$ cat src/rtl/core/tcr_pkg.sv
package tcr_pkg;

  // Input item kinds.
  localparam logic [2:0] KindWrStart = 3'd0;
  localparam logic [2:0] KindWrByte  = 3'd1;
  localparam logic [2:0] KindRdByte  = 3'd2;
  localparam logic [2:0] KindYMove   = 3'd3;
  localparam logic [2:0] KindXMove   = 3'd4;
  localparam logic [2:0] KindTouch   = 3'd5;

  // Bus addresses of the register window.
  localparam logic [15:0] WinBase    = 16'h8000;
  localparam logic [15:0] WinEnd     = 16'h8178;
  localparam logic [15:0] TouchAddr  = 16'h814E;
  localparam logic [15:0] WrLastOff  = 16'h0100;
  localparam logic [6:0]  WinPageHi  = 7'h40;   // pages 0x80 and 0x81

  // Writable part of the window is held in a memory.
  localparam int unsigned MemDepth = 257;
  localparam int unsigned OffW     = 9;

  // Window offsets.
  localparam logic [OffW-1:0] OffXmaxLo = 9'h048;
  localparam logic [OffW-1:0] OffXmaxHi = 9'h049;
  localparam logic [OffW-1:0] OffYmaxLo = 9'h04A;
  localparam logic [OffW-1:0] OffYmaxHi = 9'h04B;
  localparam logic [OffW-1:0] OffMode   = 9'h04D;
  localparam logic [OffW-1:0] OffTouch  = 9'h14E;
  localparam logic [OffW-1:0] OffPtXLo  = 9'h150;
  localparam logic [OffW-1:0] OffPtXHi  = 9'h151;
  localparam logic [OffW-1:0] OffPtYLo  = 9'h152;
  localparam logic [OffW-1:0] OffPtYHi  = 9'h153;
  localparam logic [OffW-1:0] OffMemLast = 9'h100;

  localparam logic [7:0] TouchReset = 8'h80;

  typedef struct packed {
    logic [2:0]         kind;
    logic [7:0]         write_byte;
    logic signed [15:0] level;
  } tcr_in_t;

  typedef struct packed {
    logic [7:0] read_byte;
    logic       fault;
  } tcr_out_t;

  // Event-driven updates of the registers above the writable area.
  typedef struct packed {
    logic        touch_we;
    logic [7:0]  touch;
    logic        pt_x_we;
    logic [15:0] pt_x;
    logic        pt_y_we;
    logic [15:0] pt_y;
  } tcr_upd_t;

endpackage

$ cat src/rtl/core/i2c_touch_controller_regs.sv
// Register map of a bus-attached touch panel controller.
//
// Items enter on the command port: a word on in_i is taken at a rising edge
// where start is high and busy is low. busy is always low, so a new word
// may be presented in every cycle; the block sustains one word per cycle.
// Each word gives exactly one result word on res_o, shown for one cycle
// with strobe_o high, in the cycle after the word was taken. The
// receiver cannot hold results off, so nothing is buffered.
//
// The writable window bytes (offsets 0x000..0x100) live in a single-port
// write, single-port read memory whose read data is registered; a valid
// flop per byte makes bytes not yet written read as zero. Touch status and
// the point 1 coordinates are flops, as are shadow copies of the X and Y
// maxima and of mode bit 7, which the cursor logic needs in the same cycle.
//
// Reset (rst_ni low, asynchronous) clears the pointer, the pending pointer
// byte count, both cursors and the valid flops, and sets touch status to
// 0x80. No clearing pass is needed, so words are accepted straight away.
module i2c_touch_controller_regs (
  input  logic              clk_i,
  input  logic              rst_ni,
  input  logic              start,
  output logic              busy,
  input  tcr_pkg::tcr_in_t  in_i,
  output logic              strobe_o,
  output tcr_pkg::tcr_out_t res_o
);
  import tcr_pkg::*;

  logic        accept;
  logic [15:0] ptr_q, ptr_d;
  logic [1:0]  pend_q, pend_d;
  logic [1:0]  pend_dec;
  logic [15:0] off16;
  logic        wr_in_mem;
  logic        wr_touch;
  logic        page_ok;
  logic        in_win;

  logic        wr_en;
  logic        rd_en;
  logic        rd_hit_d, rd_hit_q;
  logic        fault_d, fault_q;
  logic        strobe_q;
  logic        x_en, y_en;
  tcr_upd_t    upd;

  logic [7:0]  rd_data;
  logic [15:0] xmax, ymax;
  logic        y_inv;
  logic [7:0]  touch;
  logic [15:0] cur_x_d, cur_y_d;

  // Every word is taken on its first cycle.
  assign busy   = 1'b0;
  assign accept = start && !busy;

  // Address decode of the current pointer.
  assign off16     = ptr_q - WinBase;
  assign wr_in_mem = (off16 <= WrLastOff);
  assign wr_touch  = (ptr_q == TouchAddr);
  assign page_ok   = (ptr_q[15:9] == WinPageHi);
  assign in_win    = (ptr_q < WinEnd);
  assign pend_dec  = pend_q - 2'd1;

  always_comb begin
    ptr_d        = ptr_q;
    pend_d       = pend_q;
    wr_en        = 1'b0;
    rd_en        = 1'b0;
    rd_hit_d     = 1'b0;
    fault_d      = 1'b0;
    x_en         = 1'b0;
    y_en         = 1'b0;
    upd.touch_we = 1'b0;
    upd.touch    = touch;
    upd.pt_x_we  = 1'b0;
    upd.pt_x     = cur_x_d;
    upd.pt_y_we  = 1'b0;
    upd.pt_y     = y_inv ? cur_y_d : (ymax - cur_y_d);
    if (accept) begin
      case (in_i.kind)
        KindWrStart: begin
          pend_d = 2'd2;
        end
        KindWrByte: begin
          if (pend_q != 2'd0) begin
            // Pointer load, high byte first.
            pend_d = pend_dec;
            if (pend_dec == 2'd1) begin
              ptr_d = {in_i.write_byte, ptr_q[7:0]};
            end else begin
              ptr_d = {ptr_q[15:8], in_i.write_byte};
            end
          end else if (wr_in_mem) begin
            wr_en = 1'b1;
            ptr_d = ptr_q + 16'd1;
          end else if (wr_touch) begin
            // Touch status keeps the pointer and forces buffer ready.
            upd.touch_we = 1'b1;
            upd.touch    = in_i.write_byte | 8'h80;
          end else begin
            fault_d = 1'b1;
          end
        end
        KindRdByte: begin
          if (page_ok) begin
            rd_en    = in_win;
            rd_hit_d = in_win;
            ptr_d    = ptr_q + 16'd1;
          end else begin
            fault_d = 1'b1;
          end
        end
        KindYMove: begin
          y_en        = 1'b1;
          upd.pt_y_we = 1'b1;
        end
        KindXMove: begin
          x_en        = 1'b1;
          upd.pt_x_we = 1'b1;
        end
        KindTouch: begin
          upd.touch_we = 1'b1;
          upd.touch    = (touch & 8'h70) | 8'h80 | {4'h0, in_i.level[3:0]};
        end
        default: ;
      endcase
    end
  end

  always_ff @(posedge clk_i or negedge rst_ni) begin
    if (!rst_ni) begin
      ptr_q    <= 16'h0000;
      pend_q   <= 2'd0;
      strobe_q <= 1'b0;
      rd_hit_q <= 1'b0;
      fault_q  <= 1'b0;
    end else begin
      ptr_q    <= ptr_d;
      pend_q   <= pend_d;
      strobe_q <= accept;
      rd_hit_q <= rd_hit_d;
      fault_q  <= fault_d;
    end
  end

  tcr_regfile u_regfile (
    .clk_i     (clk_i),
    .rst_ni    (rst_ni),
    .wr_en_i   (wr_en),
    .wr_off_i  (off16[8:0]),
    .wr_data_i (in_i.write_byte),
    .rd_en_i   (rd_en),
    .rd_off_i  (ptr_q[8:0]),
    .upd_i     (upd),
    .rd_data_o (rd_data),
    .xmax_o    (xmax),
    .ymax_o    (ymax),
    .y_inv_o   (y_inv),
    .touch_o   (touch)
  );

  tcr_cursor u_cursor_x (
    .clk_i   (clk_i),
    .rst_ni  (rst_ni),
    .en_i    (x_en),
    .delta_i (in_i.level),
    .max_i   (xmax),
    .cur_d_o (cur_x_d)
  );

  tcr_cursor u_cursor_y (
    .clk_i   (clk_i),
    .rst_ni  (rst_ni),
    .en_i    (y_en),
    .delta_i (in_i.level),
    .max_i   (ymax),
    .cur_d_o (cur_y_d)
  );

  // Reads above the window and all non-read words return zero.
  assign strobe_o        = strobe_q;
  assign res_o.read_byte = rd_hit_q ? rd_data : 8'h00;
  assign res_o.fault     = fault_q;

endmodule

$ cat src/rtl/core/tcr_regfile.sv
module tcr_regfile (
  input  logic                clk_i,
  input  logic                rst_ni,
  input  logic                wr_en_i,
  input  logic [8:0]          wr_off_i,
  input  logic [7:0]          wr_data_i,
  input  logic                rd_en_i,
  input  logic [8:0]          rd_off_i,
  input  tcr_pkg::tcr_upd_t   upd_i,
  output logic [7:0]          rd_data_o,
  output logic [15:0]         xmax_o,
  output logic [15:0]         ymax_o,
  output logic                y_inv_o,
  output logic [7:0]          touch_o
);
  import tcr_pkg::*;

  logic [7:0]          mem [0:MemDepth-1];
  logic [MemDepth-1:0] valid_q;
  logic [7:0]          mem_rd_q;
  logic                mem_sel_q;
  logic                vld_q;
  logic [7:0]          small_q;
  logic [7:0]          small_d;
  logic                rd_in_mem;

  logic [15:0] xmax_q, ymax_q, pt_x_q, pt_y_q;
  logic        y_inv_q;
  logic [7:0]  touch_q;

  assign rd_in_mem = (rd_off_i <= OffMemLast);

  // Memory array: one write and one registered read per cycle.
  always_ff @(posedge clk_i) begin
    if (wr_en_i) begin
      mem[wr_off_i] <= wr_data_i;
    end
  end

  always_ff @(posedge clk_i) begin
    if (rd_en_i && rd_in_mem) begin
      mem_rd_q <= mem[rd_off_i];
    end
  end

  // Bytes above the writable area that are backed by flops.
  always_comb begin
    case (rd_off_i)
      OffTouch: small_d = touch_q;
      OffPtXLo: small_d = pt_x_q[7:0];
      OffPtXHi: small_d = pt_x_q[15:8];
      OffPtYLo: small_d = pt_y_q[7:0];
      OffPtYHi: small_d = pt_y_q[15:8];
      default:  small_d = 8'h00;
    endcase
  end

  always_ff @(posedge clk_i or negedge rst_ni) begin
    if (!rst_ni) begin
      valid_q   <= '0;
      mem_sel_q <= 1'b0;
      vld_q     <= 1'b0;
      small_q   <= 8'h00;
      xmax_q    <= 16'h0000;
      ymax_q    <= 16'h0000;
      y_inv_q   <= 1'b0;
      touch_q   <= TouchReset;
      pt_x_q    <= 16'h0000;
      pt_y_q    <= 16'h0000;
    end else begin
      if (rd_en_i) begin
        mem_sel_q <= rd_in_mem;
        vld_q     <= rd_in_mem && valid_q[rd_off_i];
        small_q   <= small_d;
      end
      if (wr_en_i) begin
        valid_q[wr_off_i] <= 1'b1;
        case (wr_off_i)
          OffXmaxLo: xmax_q[7:0]  <= wr_data_i;
          OffXmaxHi: xmax_q[15:8] <= wr_data_i;
          OffYmaxLo: ymax_q[7:0]  <= wr_data_i;
          OffYmaxHi: ymax_q[15:8] <= wr_data_i;
          OffMode:   y_inv_q      <= wr_data_i[7];
          default: ;
        endcase
      end
      if (upd_i.touch_we) begin
        touch_q <= upd_i.touch;
      end
      if (upd_i.pt_x_we) begin
        pt_x_q <= upd_i.pt_x;
      end
      if (upd_i.pt_y_we) begin
        pt_y_q <= upd_i.pt_y;
      end
    end
  end

  // A memory byte never written since reset reads as zero.
  assign rd_data_o = mem_sel_q ? (vld_q ? mem_rd_q : 8'h00) : small_q;
  assign xmax_o    = xmax_q;
  assign ymax_o    = ymax_q;
  assign y_inv_o   = y_inv_q;
  assign touch_o   = touch_q;

endmodule

$ cat src/rtl/core/tcr_cursor.sv
module tcr_cursor (
  input  logic               clk_i,
  input  logic               rst_ni,
  input  logic               en_i,
  input  logic signed [15:0] delta_i,
  input  logic [15:0]        max_i,
  output logic [15:0]        cur_d_o
);
  import tcr_pkg::*;

  logic [15:0]        cur_q;
  logic signed [17:0] sum;

  // The sum cannot wrap in 18 bits; clamp it to zero and to the maximum.
  assign sum = $signed({2'b00, cur_q}) + $signed({{2{delta_i[15]}}, delta_i});

  always_comb begin
    if (sum[17]) begin
      cur_d_o = 16'h0000;
    end else if (sum[16:0] > {1'b0, max_i}) begin
      cur_d_o = max_i;
    end else begin
      cur_d_o = sum[15:0];
    end
  end

  always_ff @(posedge clk_i or negedge rst_ni) begin
    if (!rst_ni) begin
      cur_q <= 16'h0000;
    end else if (en_i) begin
      cur_q <= cur_d_o;
    end
  end

endmodule
$ cat config.mk
export PLATFORM = sky130hd
export DESIGN_NAME = i2c_touch_controller_regs
export DESIGN_NICKNAME = d
export VERILOG_FILES = /design/src/rtl/core/tcr_pkg.sv /design/src/rtl/core/i2c_touch_controller_regs.sv /design/src/rtl/core/tcr_regfile.sv /design/src/rtl/core/tcr_cursor.sv
export SDC_FILE = /design/constraint.sdc
export NUM_CORES = 2
export LEC_CHECK = 0
export CORE_UTILIZATION = 25
export CTS_BUF_LIST = sky130_fd_sc_hd__clkbuf_16
export CTS_CLUSTER_SIZE = 25
export DETAILED_ROUTE_END_ITERATION = 8
export DONT_BUFFER_PORTS = 1
export PLACE_DENSITY_LB_ADDON = 0.15
export SYNTH_ARGS = -nofsm -noshare
export SYNTH_HDL_FRONTEND = slang
export SYNTH_SLANG_ARGS = --single-unit
$ cat constraint.sdc
create_clock -name clk_i -period 7.7 [get_ports clk_i]
set_input_delay 0.385 -clock clk_i [delete_from_list [all_inputs] [get_ports clk_i]]
set_output_delay 0.385 -clock clk_i [all_outputs]
set_load 0.01 [all_outputs]
==> After elaboration in Yosys (flattened, before gate mapping) <==
Memory sizes are Yosys's and may differ from the RTL's. A register that Yosys moved wholly into a read port is not among the register bits.
Cells that the tools add are included.
{ "totals": {"register_bits": 393, "ramBits": 2056, "wordCells": 124, "memories": 1} }
{ "mem_list": {"columns": ["name", "depth", "width", "read_ports", "rd_clocked_by_memory_dff", "write_ports", "line_no", "source"], "rows": [
  ["u_regfile.mem", 257, 8, 1, 1, 1, "tcr_regfile.sv:18", "logic [7:0] mem [0:MemDepth-1];"]
]} }
{ "classes": {"addsub": 6, "order_cmp": 8, "n_eq_ne": 26, "muxes": 44, "bitwise": 2, "n_reduce_logical": 17} }
{ "ops": {"columns": ["op", "count"], "rows": [
  ["$or 257x257->257", 1],
  ["$mux 16", 9],
  ["$eq 9x7->1 const B", 5],
  ["$eq 9x9->1 const B", 5],
  ["$pmux 8 s5", 1],
  ["$add 17x16->18", 2],
  ["$gt 17x16->1", 2],
  ["$pmux 16 s2", 1],
  ["$mux 9", 3],
  ["$mux 8", 3],
  ["$lt 9x10->1 const B", 2],
  ["$mux 1", 20],
  ["$pmux 9 s2", 1],
  ["$add 16x1->16 const B", 1],
  ["$eq 16x16->1 const B", 1],
  ["$le 16x9->1 const B", 1],
  ["$lt 16x16->1 const B", 1],
  ["$sub 16x16->16", 1],
  ["$sub 16x16->16 const B", 1],
  ["$mux 10", 1],
  ["$ne 2x2->1 const B", 5],
  ["$reduce_and 2->1", 5],
  ["$reduce_and 5->1", 2],
  ["$bmux 1 s9", 1],
  ["other kinds (19)", 28]
]} }

==> Logic depth before layout (Yosys ltp) <==
{ "logic_depth": {"depth_word": 8, "mapped_depth": 31, "ltp_nobuf": 30} }

==> Modules after synthesis <==
From an unflattened synthesis, not the netlist that was laid out.
{ "hier_totals": {"hier_cells": 5324, "area_unflattened_um2": 100134.8} }
{ "by_module_without_submodules": {"columns": ["mod", "instances", "cells_each", "area_each_um2"], "rows": [
  ["tcr_regfile", 1, 4441, 93215.7],
  ["i2c_touch_controller_regs", 1, 357, 2626.3],
  ["tcr_cursor at u_cursor_x", 1, 279, 2202.1],
  ["tcr_cursor at u_cursor_y", 1, 247, 2090.8]
]} }

==> Least setup slack after synthesis <==
No wires, ideal clock.
{ "synth_timing": {"path_kind": "input -> register", "from": "in in_i[4] in the netlist's numbering", "to": "reg u_regfile.pt_y_q[14]", "setup_ps": 127, "arrival_ps": 6317, "t_required_ps": 7573, "slack_ps": 1256, "path_stages": 29, "path_cell_list": "ha_1 -> or3_1 -> or2_2 -> o22a_1 -> a21o_1 -> a21oi_1 -> xnor2_1 -> ha_1 -> a21o_1 -> a21oi_1 -> o221ai_1 -> o21ai_0 -> or4b_1 -> nand2_1 -> buf_2 -> mux2i_1 -> nor2_1 -> ha_1 -> inv_1 -> fa_1 -> a21o_1 -> a21o_1 -> a2111oi_0 -> or4_1 -> a31oi_1 -> o21ai_0 -> a2111oi_0 -> a31oi_1 -> nand3_1"} }
{ "synth_via": {"elab_chain_cells": 6} }
{ "synth_lines": {"columns": ["element", "line_no", "source"], "rows": [
  ["start, declared", "i2c_touch_controller_regs.sv:24", "input tcr_pkg::tcr_in_t in_i,"],
  ["$add 17x16->18 *", "tcr_cursor.sv:15", "assign sum = $signed({2'b00, cur_q}) + $signed({{2{delta_i[15]}}, delta_i});"],
  ["$gt 17x16->1", "tcr_cursor.sv:20", "end else if (sum[16:0] > {1'b0, max_i}) begin"],
  ["$mux 16", "tcr_cursor.sv:20", null],
  ["$mux 16 *", "tcr_cursor.sv:18", "if (sum[17]) begin"],
  ["named net cur_y_d[0]", "i2c_touch_controller_regs.sv:52", "logic [15:0] cur_x_d, cur_y_d;"],
  ["$sub 16x16->16 *", "i2c_touch_controller_regs.sv:80", "upd.pt_y = y_inv ? cur_y_d : (ymax - cur_y_d);"],
  ["$mux 16 *", "i2c_touch_controller_regs.sv:80", null],
  ["end signal, assigned", "tcr_regfile.sv:94", "pt_y_q <= upd_i.pt_y;"],
  ["end, declared", "tcr_regfile.sv:27", "logic [15:0] xmax_q, ymax_q, pt_x_q, pt_y_q;"]
]} }
Mark *: on every way through the listed nets, which the timed path passes. The rest lies on a longest branch.
A chain may end at the register's enable or synchronous reset.

==> Worst setup path in the final report <==
{ "layout_timing": {"from": "reg u_cursor_y.cur_q[0]", "to": "reg u_regfile.pt_y_q[14]"} }
{ "layout_via": {"elab_chain_cells": 6} }
{ "layout_lines": {"columns": ["element", "line_no", "source"], "rows": [
  ["start, declared", "tcr_cursor.sv:11", "logic [15:0] cur_q;"],
  ["start signal, assigned", "tcr_cursor.sv:31", "cur_q <= cur_d_o;"],
  ["$add 17x16->18 *", "tcr_cursor.sv:15", null],
  ["$gt 17x16->1", "tcr_cursor.sv:20", null],
  ["$mux 16", "tcr_cursor.sv:20", null],
  ["$mux 16 *", "tcr_cursor.sv:18", null],
  ["named net cur_y_d[0]", "i2c_touch_controller_regs.sv:52", null],
  ["$sub 16x16->16 *", "i2c_touch_controller_regs.sv:80", null],
  ["$mux 16 *", "i2c_touch_controller_regs.sv:80", null]
]} }
Marked as above.

==> impl_metrics.toml <==
[power]
ir_drop_uv = 280
seq_power_share_pct = 37.8
clockPowerShare_pct = 33.2
p_leak_nw = 38.2
p_int_w = 0.0270
p_sw_w = 0.0127
powerDensity_mw_per_mm2 = 348
swShare_pct = 32.1
power_frac_comb_pct = 29.0

[synth]
synth_top_area_share_pct = 63.1
syn_nets = 5026
synth_flop_cell = "edfxtp_1"
syn_inst = 4906
synth_area_leaders = "edfxtp_1, mux4_2, dfrtp_1, or2_2, nor2_1"
yosysUniqueCellTypes = 70
synth_edf_count = 2064
synth_area_mm2 = 0.0982
synth_most_common_cell = "edfxtp_1"
ys_ff_latch = 2441
avgSynthCellArea_um2 = 20.0
synth_common_cells = "edfxtp_1, mux4_2, dfrtp_1, nor2_1, or2_2"
async_flop_share_pct = 15.4
yosysTopAreaCell = "edfxtp_1"
yosysSeqAreaShare_pct = 72.7
ys_warn_count = 0

[timing]
setup_viol = 0
finalCritPeriodShare_pct = 90.4
tns_ns = 0
slew_viol_final = 0
rsz0062_at_grt = "no"
skew_ns = 0.0440
relSlewSlack_pct = 16.4
worst_slew_pin_slew_ns = 1.25
max_freq_mhz = 144
hold_viol = 0
period_minus_slack_ns = 6.96
fin_hold_ws_ns = 0.0487

[clock_tree]
clk_pin_slew_worst_paths_ns = 0.06
clock_path_buffers = 4
clk_latency_ns = 0.89
postCtsSetupBuffers = 0
cts-root-buf = "clkbuf_16"
cts_sinks = 2441
htreeDepth = 5
cts_tree = "yes"
numCtsBuffers = 284

[route]
routed_wirelength_mm = 299
drt_iter0_drc = 4201
drc = 0
first_pass_iters = 6
ant_nets = 0
via_per_inst = 4.59
wire_per_inst_um = 28.5
vias = 48200

[critical_path]
endpoint_kind = "flip-flop"
cp_slowest_cell = "or4_1"
r2r-start = "u_cursor_y.cur_q[0]$_DFFE_PN0P_"
path_max_fanout = 4
max_stage_delay_ns = 0.55
reg2reg_depth = 30
required_ns = 8.51
startpoint_type = "flip-flop"
cp_data_arrival_time_ns = 7.77
reg2reg_slack_ns = 0.74
r2r_end = "u_regfile.pt_y_q[14]$_DFFE_PN0P_"
crit_type = "reg2reg"

[floorplan]
die_area_mm2 = 0.395
die_h_um = 629
num_io_pins = 41
initial_core_util_pct = 25.2
rows = 229
dieWidth_um = 629
core-area_mm2 = 0.390

[placed_design]
place.port_buffers = 0
gp_congestion = 0.792
dpl.hpwl_mm = 164

[cells_and_area]
drive_gt1_share_pct = 29.4
synthToLayoutAreaGrowth_pct = 16.3
nets = 5180

[hold_path]
hold_depth = 1
whs_endpoint = "u_regfile.mem[246][2]$_DFFE_PP_"
hold_class = "in2reg"
holdCritStartpoint = "in_i[18]"

[outcome]
status = "complete, no violations"

[grt]
grt_max_degree = 378
antenna_found_initial = 18
grt_pass1_vias = 50700
grt_pass1_wl_mm = 419
gr-total-overflow = 0
grtUsageTotal_pct = 14.9

[run]
cap_violations = 0
-- layout by cell type (no fill, tap or decap), types with 7 or more instances in the layout --
cell type      instances
nor2b_1               26
or2_2                267
inv_1                142
nand3_1               26
inv_6                  8
mux2_2                17
bufinv_16             21
nand2_2               12
o22a_1                 7
buf_16                20
nand2_1              140
a22o_1                10
a222oi_1               8
clkinv_1              61
xor2_1                11
mux4_2               762
mux2i_1               27
a21oi_1               74
buf_4                 69
edfxtp_1            2064
nor2_1               326
a22oi_1               14
clkinv_2              36
dfrtp_1              370
nand2b_1               8
nor3_1                25
dlygate4sd3_1         22
o31ai_1                7
clkbuf_16            296
o21a_1                11
a211oi_1               7
o21ai_0              117
a31oi_1               18
a21o_1                17
xnor2_1               30
ha_1                  87
nand4_1                9
-- routing by layer --
metal | global-route usage (%) | up-vias | share of wire, % | wire [µm]
met2 | 24.1 | 1025 | 48 | 142000
met4 | 3.28 | 0 | 2.1 | 6260
met1 | 21.2 | 26500 | 46 | 138000
met3 | 1.99 | 360 | 4.0 | 12000
met5 | 0 | - | 0 | 0
li1 | - | 20300 | - | -
-- power by group through the flow --
| stage | sequential (W) | combinational (W) | clock [W] |
|---|---|---|---|
| 2_1_floorplan | 0.0149 | 0.00725 | 0 |
| 3_5_place_dp | 0.0153 | 0.0115 | 0 |
| 5_1_grt | 0.0150 | 0.0122 | 0.0140 |
| 6_report | 0.0150 | 0.0115 | 0.0132 |
| 3_3_place_gp | 0.0153 | 0.0115 | 0 |
| 4_1_cts | 0.0150 | 0.0118 | 0.0136 |
-- through the flow --
step                      setup WS, ns  instance area [µm²]  utilization [%]  total power (W)  cells
after floorplan                   1.26                98200                -           0.0222   4906
after global placement           0.764               104000             26.8           0.0268   9928
after detailed placement         0.764               104000             26.8           0.0268   9928
after CTS                        0.746               114000             29.2           0.0404  10500
after global routing            0.0160               114000             29.3           0.0413  10500
final                            0.737               114000             29.3           0.0397  10500
-- logic make-up after synthesis --
group                    synth area share (%)
AO/OA/AOI/OAI                            2.11
XOR/XNOR                                0.366
adder cells (fa/ha/maj)                  1.17
buffers and inverters                    1.31
flip-flops                               72.7
multiplexers                             17.9
other                                 0.00382
AND/OR/NAND/NOR                          4.36
-- critical path: cells and delay by family (launching register included) --
| family | cells | cell delay [ns] |
|---|---|---|
| mux | 1 | 0.34 |
| simple gates | 6 | 1.58 |
| fa+ha+maj | 5 | 1.29 |
| buf+inv | 3 | 0.28 |
| compound gates | 14 | 2.83 |
| flops | 1 | 0.35 |
| xor+xnor | 1 | 0.19 |
-- area by class of cell --
cell class                 count  area, µm²
antenna                        4       10.0
clock buffer                 296       7410
clock inverter               220       1590
fill                       38000     276000
inverter                      65        244
multi-input combinational   2152      25600
sequential                  2441      71400
tap                         5197       6500
timing repair buffer         116       1390
-- how the worst max path moves through the flow --
stage	slack (ns)	start	depth (start not counted)	end
after floorplan	1.26	in_i[4]	29	u_regfile.pt_y_q[14]$_DFFE_PN0P_
after global placement	0.76	in_i[0]	30	u_regfile.pt_y_q[14]$_DFFE_PN0P_
after detailed placement	0.76	in_i[0]	28	u_regfile.pt_y_q[15]$_DFFE_PN0P_
after CTS	0.75	u_cursor_y.cur_q[0]$_DFFE_PN0P_	28	u_regfile.pt_y_q[15]$_DFFE_PN0P_
after global routing	0.02	u_cursor_y.cur_q[0]$_DFFE_PN0P_	30	u_regfile.pt_y_q[14]$_DFFE_PN0P_
final	0.74	u_cursor_y.cur_q[0]$_DFFE_PN0P_	30	u_regfile.pt_y_q[14]$_DFFE_PN0P_
-- sequential cells by signal, indices dropped and copies added, names as in the netlist --
signal               cells
u_regfile.mem_sel_q      1
u_regfile.mem         2056
u_regfile.ymax_o        16
pend_q                   2
u_regfile.vld_q          1
u_regfile.pt_y_q        16
u_regfile.valid_q      257
u_regfile.xmax_o        16
u_regfile.y_inv_o        1
u_regfile.small_q        8
rd_hit_q                 1
u_regfile.touch_o        8
strobe_o                 1
u_regfile.mem_rd_q       8
u_cursor_y.cur_q        16
u_cursor_x.cur_q        16
ptr_q                   16
fault_q                  1
-- timing repair --
action	CTS	global route
resized for setup	0	0
hold buffers	33	5
endpoints found under the hold margin	2000	364
(Power assumes the default switching activity.)
